==> src/design/gpcc_pkg.sv <==
// ---------------------------------------------------------------------------
// gpcc_pkg
// Shared types and constants for the gait phase contact classifier.
// ---------------------------------------------------------------------------
package gpcc_pkg;

  localparam int TimeW  = 63;
  localparam int WinW   = 24;
  localparam int PhaseW = 4;
  localparam int CfgIdxW = 8;

  typedef logic [PhaseW-1:0] phase_t;
  typedef logic [TimeW-1:0]  time_t;
  typedef logic [WinW-1:0]   win_t;

  // Gait phases: left primary 0-3, right primary 4-7, unknown 8.
  localparam phase_t PH_L_STAND  = 4'd0;
  localparam phase_t PH_L_BREAK  = 4'd1;
  localparam phase_t PH_L_SWING  = 4'd2;
  localparam phase_t PH_L_STRIKE = 4'd3;
  localparam phase_t PH_R_STAND  = 4'd4;
  localparam phase_t PH_R_BREAK  = 4'd5;
  localparam phase_t PH_R_SWING  = 4'd6;
  localparam phase_t PH_R_STRIKE = 4'd7;
  localparam phase_t PH_UNKNOWN  = 4'd8;

  // Odometry quality codes.
  localparam logic [1:0] QUAL_ACCURATE   = 2'd0;
  localparam logic [1:0] QUAL_UNUSABLE   = 2'd1;
  localparam logic [1:0] QUAL_INACCURATE = 2'd2;

  // Configuration register indexes.
  localparam logic [CfgIdxW-1:0] REG_STRIKE_BLACKOUT = 8'd0;
  localparam logic [CfgIdxW-1:0] REG_BREAK_BLACKOUT  = 8'd1;

  localparam win_t STRIKE_BLACKOUT_RST = 24'd95000;
  localparam win_t BREAK_BLACKOUT_RST  = 24'd800000;

  // Contact flags of one sample.
  typedef struct packed {
    logic l;   // left weak
    logic r;   // right weak
    logic ls;  // left strong
    logic rs;  // right strong
  } contact_t;

  // Outcome of one phase step.
  typedef struct packed {
    phase_t phase;
    logic   strike_evt;
    logic   break_evt;
    logic   bad;
  } step_t;

endpackage

==> src/design/gait_phase_contact_classifier_core.sv <==
// ---------------------------------------------------------------------------
// gait_phase_contact_classifier_core
// Biped gait phase tracker and odometry quality classifier.
// ---------------------------------------------------------------------------
// Usage:
//   s_axis carries one request per sample: a 63-bit microsecond timestamp
//   and four contact flags. m_axis returns one result per request: odometry
//   quality, gait phase, recent-event flags per foot and an error flag for
//   an unlisted flag combination (the phase and event times then hold).
//   cfg_* writes the strike and break blackout windows; write it only while
//   no request is in flight. cfg_ready is always high; unknown indexes drop.
// Timing:
//   The result is registered: an input register, then the phase step and
//   two 63-bit window compares feed the result register. One request per
//   cycle sustained while m_axis_tready stays high; the phase and event-time
//   registers close their loop within the result stage.
// Reset (rst, synchronous): phase goes to unknown, event times to zero,
//   windows to 95000 us and 800000 us, both pipeline stages empty.
// Stall: while m_axis_tready is low the result holds and the input stage
//   fills; s_axis_tready drops only once both stages hold a request.
// ---------------------------------------------------------------------------
module gait_phase_contact_classifier_core (
  input  logic        clk,
  input  logic        rst,
  input  logic        s_axis_tvalid,
  output logic        s_axis_tready,
  // [62:0] time_us, [63] left_weak, [64] right_weak, [65] left_strong,
  // [66] right_strong, [71:67] zero
  input  logic [71:0] s_axis_tdata,
  output logic        m_axis_tvalid,
  input  logic        m_axis_tready,
  // [1:0] odometry_quality, [5:2] gait_phase, [6] recent_left_event,
  // [7] recent_right_event, [8] unexpected_combination, [15:9] zero
  output logic [15:0] m_axis_tdata,
  input  logic        cfg_valid,
  output logic        cfg_ready,
  input  logic [gpcc_pkg::CfgIdxW-1:0] cfg_index,
  input  logic [gpcc_pkg::WinW-1:0]    cfg_data
);

  // Configuration windows.
  gpcc_pkg::win_t strike_win;
  gpcc_pkg::win_t break_win;

  // Tracker state.
  gpcc_pkg::phase_t phase;
  gpcc_pkg::time_t  last_strike;
  gpcc_pkg::time_t  last_break;

  // Input stage.
  logic               in_valid;
  gpcc_pkg::time_t    in_time;
  gpcc_pkg::contact_t in_flags;

  // Result stage.
  logic        out_valid;
  logic [15:0] out_data;

  logic             stage_go;
  gpcc_pkg::step_t  step;
  gpcc_pkg::time_t  last_strike_next;
  gpcc_pkg::time_t  last_break_next;
  gpcc_pkg::time_t  strike_age;
  gpcc_pkg::time_t  break_age;
  logic             in_strike;
  logic             in_break;
  logic             right_side;
  logic             any_evt;
  logic [1:0]       quality;
  logic [15:0]      out_data_next;

  assign cfg_ready = 1'b1;

  always_ff @(posedge clk) begin
    if (rst) begin
      strike_win <= gpcc_pkg::STRIKE_BLACKOUT_RST;
      break_win  <= gpcc_pkg::BREAK_BLACKOUT_RST;
    end else if (cfg_valid) begin
      case (cfg_index)
        gpcc_pkg::REG_STRIKE_BLACKOUT: strike_win <= cfg_data;
        gpcc_pkg::REG_BREAK_BLACKOUT:  break_win  <= cfg_data;
        default: ;
      endcase
    end
  end

  // Advance the input stage whenever the result register is free or drains.
  assign stage_go      = !out_valid || m_axis_tready;
  assign s_axis_tready = !in_valid || stage_go;

  always_ff @(posedge clk) begin
    if (rst) begin
      in_valid <= 1'b0;
    end else if (s_axis_tready) begin
      in_valid <= s_axis_tvalid;
    end
  end

  always_ff @(posedge clk) begin
    if (s_axis_tready && s_axis_tvalid) begin
      in_time     <= s_axis_tdata[62:0];
      in_flags.l  <= s_axis_tdata[63];
      in_flags.r  <= s_axis_tdata[64];
      in_flags.ls <= s_axis_tdata[65];
      in_flags.rs <= s_axis_tdata[66];
    end
  end

  gpcc_phase_step u_step (
    .phase (phase),
    .c     (in_flags),
    .step  (step)
  );

  // Event times as they stand after this sample's transition.
  assign last_strike_next = step.strike_evt ? in_time : last_strike;
  assign last_break_next  = step.break_evt  ? in_time : last_break;

  // A timestamp earlier than the stored event counts as inside the window.
  assign strike_age = in_time - last_strike_next;
  assign break_age  = in_time - last_break_next;
  assign in_strike  = (in_time < last_strike_next) ||
                      (strike_age < {{(gpcc_pkg::TimeW-gpcc_pkg::WinW){1'b0}}, strike_win});
  assign in_break   = (in_time < last_break_next) ||
                      (break_age < {{(gpcc_pkg::TimeW-gpcc_pkg::WinW){1'b0}}, break_win});

  // Events are credited to the non-primary foot.
  assign right_side = step.phase < gpcc_pkg::PH_R_STAND;
  assign any_evt    = in_strike || in_break;
  assign quality    = in_strike ? gpcc_pkg::QUAL_UNUSABLE :
                      in_break  ? gpcc_pkg::QUAL_INACCURATE : gpcc_pkg::QUAL_ACCURATE;

  assign out_data_next = {7'd0, step.bad, any_evt && right_side,
                          any_evt && !right_side, step.phase, quality};

  always_ff @(posedge clk) begin
    if (rst) begin
      phase       <= gpcc_pkg::PH_UNKNOWN;
      last_strike <= '0;
      last_break  <= '0;
      out_valid   <= 1'b0;
    end else if (stage_go) begin
      out_valid <= in_valid;
      if (in_valid) begin
        phase       <= step.phase;
        last_strike <= last_strike_next;
        last_break  <= last_break_next;
      end
    end
  end

  always_ff @(posedge clk) begin
    if (stage_go && in_valid) begin
      out_data <= out_data_next;
    end
  end

  assign m_axis_tvalid = out_valid;
  assign m_axis_tdata  = out_data;

  // An error result never moves the phase.
  a_bad_holds_phase: assert property (@(posedge clk) disable iff (rst)
    (stage_go && in_valid && step.bad) |=> (phase == $past(phase)))
    else $error("phase moved on an unlisted combination");

  // Once out of unknown, the tracker never returns there.
  a_no_return_unknown: assert property (@(posedge clk) disable iff (rst)
    (phase != gpcc_pkg::PH_UNKNOWN) |=> (phase != gpcc_pkg::PH_UNKNOWN))
    else $error("phase returned to unknown");

  // A recent event is credited to one foot only.
  a_one_foot: assert property (@(posedge clk) disable iff (rst)
    out_valid |-> !(out_data[6] && out_data[7]))
    else $error("event credited to both feet");

  // Degraded quality goes with exactly one recent-event flag.
  a_quality_evt: assert property (@(posedge clk) disable iff (rst)
    out_valid |-> ((out_data[1:0] != gpcc_pkg::QUAL_ACCURATE) ==
                   (out_data[6] || out_data[7])))
    else $error("quality and event flags disagree");

endmodule

==> src/design/gpcc_phase_step.sv <==
// ---------------------------------------------------------------------------
// gpcc_phase_step
// Next-phase logic of the gait phase machine, with event and error flags.
// ---------------------------------------------------------------------------
module gpcc_phase_step (
  input  gpcc_pkg::phase_t   phase,
  input  gpcc_pkg::contact_t c,
  output gpcc_pkg::step_t    step
);

  always_comb begin
    step.phase      = phase;
    step.strike_evt = 1'b0;
    step.break_evt  = 1'b0;
    step.bad        = 1'b0;
    case (phase)
      gpcc_pkg::PH_L_STAND: begin
        if (c.l && !c.rs) begin
          step.phase = gpcc_pkg::PH_L_BREAK;
          step.break_evt = 1'b1;
        end else if (!c.ls && c.r) begin
          step.phase = gpcc_pkg::PH_R_BREAK;
          step.break_evt = 1'b1;
        end else if (!(c.l && c.r)) begin
          step.bad = 1'b1;
        end
      end
      gpcc_pkg::PH_L_BREAK: begin
        if (c.l && !c.r) step.phase = gpcc_pkg::PH_L_SWING;
        else if (c.l && c.rs) step.phase = gpcc_pkg::PH_L_STAND;
        else if (!c.l) step.bad = 1'b1;
      end
      gpcc_pkg::PH_L_SWING: begin
        if (c.l && c.r) begin
          step.phase = gpcc_pkg::PH_L_STRIKE;
          step.strike_evt = 1'b1;
        end else if (!c.l) begin
          step.bad = 1'b1;
        end
      end
      gpcc_pkg::PH_L_STRIKE: begin
        if (c.l && c.rs) step.phase = gpcc_pkg::PH_L_STAND;
        else if (!c.l) step.bad = 1'b1;
      end
      gpcc_pkg::PH_R_STAND: begin
        if (!c.ls && c.r) begin
          step.phase = gpcc_pkg::PH_R_BREAK;
          step.break_evt = 1'b1;
        end else if (c.l && !c.rs) begin
          step.phase = gpcc_pkg::PH_L_BREAK;
          step.break_evt = 1'b1;
        end else if (!(c.l && c.r)) begin
          step.bad = 1'b1;
        end
      end
      gpcc_pkg::PH_R_BREAK: begin
        if (!c.l && c.r) step.phase = gpcc_pkg::PH_R_SWING;
        else if (c.ls && c.r) step.phase = gpcc_pkg::PH_R_STAND;
        else if (!c.r) step.bad = 1'b1;
      end
      gpcc_pkg::PH_R_SWING: begin
        if (c.l && c.r) begin
          step.phase = gpcc_pkg::PH_R_STRIKE;
          step.strike_evt = 1'b1;
        end else if (!c.r) begin
          step.bad = 1'b1;
        end
      end
      gpcc_pkg::PH_R_STRIKE: begin
        if (c.ls && c.r) step.phase = gpcc_pkg::PH_R_STAND;
        else if (!c.r) step.bad = 1'b1;
      end
      default: begin
        // Unknown: wait for both feet down; never an error.
        if (c.l && c.r) step.phase = gpcc_pkg::PH_L_STAND;
      end
    endcase
  end

endmodule

==> config.mk <==
export PLATFORM = sky130hd
export DESIGN_NAME = gait_phase_contact_classifier_core
export DESIGN_NICKNAME = d
export VERILOG_FILES = /design/src/design/gpcc_pkg.sv /design/src/design/gait_phase_contact_classifier_core.sv /design/src/design/gpcc_phase_step.sv
export SDC_FILE = /design/constraint.sdc
export NUM_CORES = 1
export LEC_CHECK = 0
export BUFFER_PORTS_ARGS = -buffer_cell sky130_fd_sc_hd__buf_4
export CORE_UTILIZATION = 57
export CTS_CLUSTER_DIAMETER = 30
export DETAILED_ROUTE_END_ITERATION = 16
export PLACE_DENSITY_LB_ADDON = 0.25
export SYNTH_ARGS = -nofsm -noshare
export SYNTH_HDL_FRONTEND = slang
export SYNTH_SLANG_ARGS = --single-unit
==> constraint.sdc <==
create_clock -name clk -period 7.1 [get_ports clk]
set_input_delay 0.71 -clock clk [delete_from_list [all_inputs] [get_ports clk]]
set_output_delay 0.71 -clock clk [all_outputs]
set_load 0.005 [all_outputs]
==> report_table.html <==
<table>
<tr><th>Metric</th><th>Value</th></tr>
<tr><th colspan="2">Status</th></tr>
<tr><td>Outcome</td><td>completed</td></tr>
<tr><th colspan="2">Setup path</th></tr>
<tr><td>Number of buffers and inverters on the critical path</td><td>3</td></tr>
<tr><td>Cell at the slowest stage of the critical path</td><td>sky130_fd_sc_hd__or4_1</td></tr>
<tr><td>Worst setup path category</td><td>reg -&gt; reg</td></tr>
<tr><td>Largest fanout on the critical path</td><td>7</td></tr>
<tr><td>Crit path top cell by count</td><td>sky130_fd_sc_hd__a21oi_1</td></tr>
<tr><td>Internal reg-to-reg setup slack</td><td>0.27 ns</td></tr>
<tr><td>Required time of the worst setup path</td><td>7.55 ns</td></tr>
<tr><td>Arrival time reported for the critical path endpoint</td><td>7.29 ns</td></tr>
<tr><td>Critical Path Start Type</td><td>flop</td></tr>
<tr><td>Worst setup EP type</td><td>flop</td></tr>
<tr><td>CP delay by family, top</td><td>simple AND/OR/NAND/NOR gates</td></tr>
<tr><td>Reg2reg start</td><td>phase[0]$_SDFFE_PP0P_</td></tr>
<tr><td>Crit path largest cell delay</td><td>0.59 ns</td></tr>
<tr><td>R2R depth</td><td>28</td></tr>
<tr><td>R2R Path End</td><td>m_axis_tdata[6]$_DFFE_PP_</td></tr>
<tr><th colspan="2">STA</th></tr>
<tr><td>Final critical delay including setup and external delays</td><td>6.83 ns</td></tr>
<tr><td>Period Utilization, post-route</td><td>96.3%</td></tr>
<tr><td>Remaining max-slew budget at the tightest pin</td><td>26.0%</td></tr>
<tr><td>Final setup violation count</td><td>0</td></tr>
<tr><td>Slack of the critical path</td><td>0.266 ns</td></tr>
<tr><td>Number of max-slew violations in the final report</td><td>0</td></tr>
<tr><td>Number of hold violations in the final report</td><td>0</td></tr>
<tr><td>Final-layout setup total negative slack</td><td>0 ns</td></tr>
<tr><td>Transition at the pin with the smallest max-transition slack</td><td>1.11 ns</td></tr>
<tr><td>Maximum clock frequency</td><td>0.146 GHz</td></tr>
<tr><td>Final clock skew</td><td>0.0208 ns</td></tr>
<tr><td>Tightest hold margin</td><td>0.258 ns</td></tr>
<tr><th colspan="2">GRT</th></tr>
<tr><td>Maximum number of pins on one net before global-route repair</td><td>127</td></tr>
<tr><td>Global-route wire length before repair</td><td>114000 um</td></tr>
<tr><td>Antenna violations before repair</td><td>3</td></tr>
<tr><td>Overall track demand over capacity in global routing</td><td>40.4%</td></tr>
<tr><td>Vias in the first global route</td><td>20300</td></tr>
<tr><td>Remaining global-route overflow</td><td>0</td></tr>
<tr><th colspan="2">Logic synthesis</th></tr>
<tr><td>Share of async-settable or async-resettable flops after synthesis</td><td>0%</td></tr>
<tr><td>Total of flip-flops plus latches after synthesis</td><td>256</td></tr>
<tr><td>Post-synth design cell area</td><td>20600 sq um</td></tr>
<tr><td>Number of warnings reported in the yosys synthesis log</td><td>0</td></tr>
<tr><td>Dominant combinational cell family by area after synthesis</td><td>compound AO/OA/AOI/OAI gates</td></tr>
<tr><td>Post-synthesis cell type count</td><td>89</td></tr>
<tr><td>Fraction of the mapped netlist area in adder cells</td><td>9.84%</td></tr>
<tr><td>Most used flip-flop cell after synthesis</td><td>sky130_fd_sc_hd__dfxtp_1</td></tr>
<tr><td>Leading area contributor after synthesis</td><td>sky130_fd_sc_hd__dfxtp_1</td></tr>
<tr><td>Synth Area per Inst</td><td>7.77 sq um</td></tr>
<tr><td>Post-synthesis share of cell area spent on xor and xnor gates</td><td>3.73%</td></tr>
<tr><td>Proportion of synthesized chip area in sequential cells</td><td>28.5%</td></tr>
<tr><td>Number of enable flip-flop cells after synthesis</td><td>76</td></tr>
<tr><td>Mapped Cells</td><td>2655</td></tr>
<tr><td>Multiplexer area fraction after synthesis</td><td>5.94%</td></tr>
<tr><td>Compound-gate portion of the synthesized area</td><td>26.0%</td></tr>
<tr><td>Leading post-synthesis cells by cell area</td><td>sky130_fd_sc_hd__dfxtp_1 17%, sky130_fd_sc_hd__edfxtp_1 11%, sky130_fd_sc_hd__ha_1 9.6%, sky130_fd_sc_hd__a21oi_1 6.6%, sky130_fd_sc_hd__mux2i_1 5.8%</td></tr>
<tr><td>Area share of the leading cell type in the synthesized netlist</td><td>17.5%</td></tr>
<tr><td>Simple-Gate Fraction of Synth Area</td><td>21.5%</td></tr>
<tr><th colspan="2">Detailed routing</th></tr>
<tr><td>Post-detailed-route DRC marker count</td><td>0</td></tr>
<tr><td>Routed via count</td><td>21900</td></tr>
<tr><td>1st-iter DRT viols</td><td>2604</td></tr>
<tr><td>Wire length reported by the detailed router</td><td>76900 um</td></tr>
<tr><td>Detailed Routing Iterations Pass 1</td><td>8</td></tr>
<tr><td>Avg Vias per Cell</td><td>6.78</td></tr>
<tr><td>Routed wire per std cell</td><td>23.8 um</td></tr>
<tr><td>Number of routed nets with antenna violations</td><td>0</td></tr>
<tr><th colspan="2">Clocking</th></tr>
<tr><td>Clock slew at the register clock pins of the worst setup and hold paths</td><td>0.05 ns</td></tr>
<tr><td>Hold-fix buffers, CTS</td><td>0</td></tr>
<tr><td>Clock tree from TritonCTS</td><td>built</td></tr>
<tr><td>Maximum number of buffers from clock root to sink</td><td>3</td></tr>
<tr><td>TritonCTS Sinks</td><td>256</td></tr>
<tr><td>CTS root buffer</td><td>sky130_fd_sc_hd__clkbuf_16</td></tr>
<tr><td>Number of H-tree branching levels</td><td>2</td></tr>
<tr><td>Insertion delay to the later sink of the worst-skew pair</td><td>0.63 ns</td></tr>
<tr><td>Number of buffers added by the clock tree synthesis step</td><td>60</td></tr>
<tr><th colspan="2">Floorplan</th></tr>
<tr><td>Die X-Extent</td><td>192 um</td></tr>
<tr><td>Initial core utilization</td><td>58.0%</td></tr>
<tr><td>Core area</td><td>35600 sq um</td></tr>
<tr><td>Total Die Area</td><td>37000 sq um</td></tr>
<tr><td>Height of the die</td><td>192 um</td></tr>
<tr><td>Number of standard-cell rows in the floorplan</td><td>69</td></tr>
<tr><td>Number of I/O pins</td><td>128</td></tr>
<tr><th colspan="2">Power and ir drop</th></tr>
<tr><td>Leakage power</td><td>8.78 nW</td></tr>
<tr><td>Worst IR Drop VDD</td><td>0.326 mV</td></tr>
<tr><td>Power density relative to cell area</td><td>255 nW/um^2</td></tr>
<tr><th colspan="2">Placed design</th></tr>
<tr><td>DP Wirelength</td><td>57100 um</td></tr>
<tr><td>Number of port buffers</td><td>114</td></tr>
<tr><td>Pre-CTS setup slack</td><td>0.220 ns</td></tr>
<tr><td>Global placer's final weighted congestion</td><td>1.03</td></tr>
<tr><td>DP Cell Count</td><td>3110</td></tr>
<tr><th colspan="2">Finish</th></tr>
<tr><td>P&amp;R area growth vs syn</td><td>16.3%</td></tr>
<tr><td>Number of cells in the finished layout apart from fillers</td><td>3228</td></tr>
<tr><td>Count of fill cells added during filler insertion</td><td>2832</td></tr>
<tr><td>Final Util</td><td>67.5%</td></tr>
<tr><td>Post-layout nets</td><td>2984</td></tr>
<tr><td>Fraction of layout instances using a drive strength above 1</td><td>11.1%</td></tr>
<tr><th colspan="2">Min path</th></tr>
<tr><td>Worst Min Path Start</td><td>s_axis_tdata[6]</td></tr>
<tr><td>Hold Crit Class</td><td>in -&gt; reg</td></tr>
<tr><td>Worst Hold Endpoint</td><td>in_time[6]$_DFFE_PP_</td></tr>
<tr><td>Cells on Worst Hold Path</td><td>1</td></tr>
<tr><th colspan="2">Run</th></tr>
<tr><td>Max Cap Violations</td><td>0</td></tr>
</table>
[cells in the final DEF, fill, tap and decap left out, drive strengths merged, types with 10 or more instances in the layout]
cell and instances:
nand2 306, nor2 295, a21oi 271, dfxtp 180, ha 159, o21ai 152
buf 150, a211oi 132, mux2i 119, inv 91, edfxtp 76, clkbuf 73
nand4 65, nand3 54, a21o 45, xor2 44, xnor2 43, nor3 42
nor2b 33, o21a 29, nand2b 27, and3 26, o21bai 22, a31oi 20
or2 19, nor4 18, or3 17, o211ai 17, clkinv 17, o31ai 16
o2111ai 13, and2 13, a211o 12, a21boi 12, o22ai 10
[cell families (layout without fill, tap and decap cells)]
kind of cell    Yosys count  count (layout)
other cells               2               9
fa+ha+maj               162             162
xor+xnor                 87              87
simple gates            953             953
mux                     122             122
compound gates          835             835
buf+inv                 238             343
flops                   256             256
[stage by stage]
step	instance area (sq um)	total power, W
2_1_floorplan	20700	0.00265
3_3_place_gp	21700	0.00309
3_5_place_dp	21700	0.00312
4_1_cts	23900	0.00607
5_1_grt	24000	0.00633
6_report	24000	0.00613
[routing by layer]
| metal | track usage [%] | vias up | share of wire [%] |
|---|---|---|---|
| met5 | 0 | - | 0.017 |
| li1 | - | 9948 | - |
| met2 | 62.7 | 1300 | 44 |
| met3 | 8.64 | 277 | 10 |
| met4 | 16.6 | 2 | 4.5 |
| met1 | 54.3 | 10400 | 41 |
[synthesized netlist by cell type, types with 10 or more instances]
cell,instances
sky130_fd_sc_hd__nand2_1,306
sky130_fd_sc_hd__nor2_1,294
sky130_fd_sc_hd__a21oi_1,271
sky130_fd_sc_hd__dfxtp_1,180
sky130_fd_sc_hd__ha_1,159
sky130_fd_sc_hd__o21ai_0,150
sky130_fd_sc_hd__clkbuf_1,139
sky130_fd_sc_hd__a211oi_1,130
sky130_fd_sc_hd__mux2i_1,119
sky130_fd_sc_hd__inv_1,80
sky130_fd_sc_hd__edfxtp_1,76
sky130_fd_sc_hd__nand4_1,65
sky130_fd_sc_hd__nand3_1,54
sky130_fd_sc_hd__a21o_1,45
sky130_fd_sc_hd__xnor2_1,43
sky130_fd_sc_hd__xor2_1,43
sky130_fd_sc_hd__nor3_1,42
sky130_fd_sc_hd__nor2b_1,33
sky130_fd_sc_hd__o21a_1,29
sky130_fd_sc_hd__and3_1,26
sky130_fd_sc_hd__nand2b_1,26
sky130_fd_sc_hd__o21bai_1,22
sky130_fd_sc_hd__a31oi_1,20
sky130_fd_sc_hd__or2_2,19
sky130_fd_sc_hd__nor4_1,17
sky130_fd_sc_hd__o211ai_1,17
sky130_fd_sc_hd__or3_1,17
sky130_fd_sc_hd__o31ai_1,15
sky130_fd_sc_hd__o2111ai_1,13
sky130_fd_sc_hd__a211o_1,12
sky130_fd_sc_hd__and2_1,12
sky130_fd_sc_hd__a21boi_0,10
sky130_fd_sc_hd__o22ai_1,10
[worst max-delay path by stage]
stage / startpoint / end / slack (ns) / cells after the start
6_report: phase[0]$_SDFFE_PP0P_ / m_axis_tdata[6]$_DFFE_PP_ / 0.27 / 28
5_1_grt: phase[1]$_SDFFE_PP0P_ / m_axis_tdata[6]$_DFFE_PP_ / -0.02 / 28
2_1_floorplan: phase[0]$_SDFFE_PP0P_ / m_axis_tdata[6]$_DFFE_PP_ / 0.49 / 27
3_3_place_gp: phase[0]$_SDFFE_PP0P_ / m_axis_tdata[6]$_DFFE_PP_ / 0.21 / 27
3_5_place_dp: phase[0]$_SDFFE_PP0P_ / m_axis_tdata[6]$_DFFE_PP_ / 0.22 / 27
4_1_cts: phase[1]$_SDFFE_PP0P_ / m_axis_tdata[6]$_DFFE_PP_ / 0.15 / 27
[final cells by class]
type / count / area, sq um / area share [%]
inverters: 80 / 305 / 1.27
repair buffers: 150 / 1130 / 4.71
multi-input cells: 2167 / 13900 / 58.0
well taps: 461 / 577 / 2.40
flip-flops and latches: 256 / 5890 / 24.5
clock buffers: 73 / 1620 / 6.76
diodes: 1 / 2.50 / 0.0104
clock inverters: 40 / 549 / 2.29
[where the power goes]
group          internal, W  switching [W]
clock              0.00197       0.000974
sequential         0.00159      0.0000813
combinational     0.000555       0.000961
total              0.00411        0.00202
[sequential cells by signal (all words and copies together), names as in the netlist]
| name | cells |
|---|---|
| strike_win | 24 |
| m_axis_tdata | 9 |
| last_break | 63 |
| last_strike | 63 |
| in_valid | 1 |
| phase | 4 |
| in_flags | 4 |
| in_time | 63 |
| break_win | 24 |
| m_axis_tvalid | 1 |
[what timing repair did]
| item | CTS | global route |
|---|---|---|
| endpoints found under the hold margin | 0 | 0 |
| resized for setup | 0 | 13 |
| setup endpoints to repair | 0 | 3 |
| setup buffers | 0 | 4 |
No activity file was read; power rests on OpenSTA's default activity.
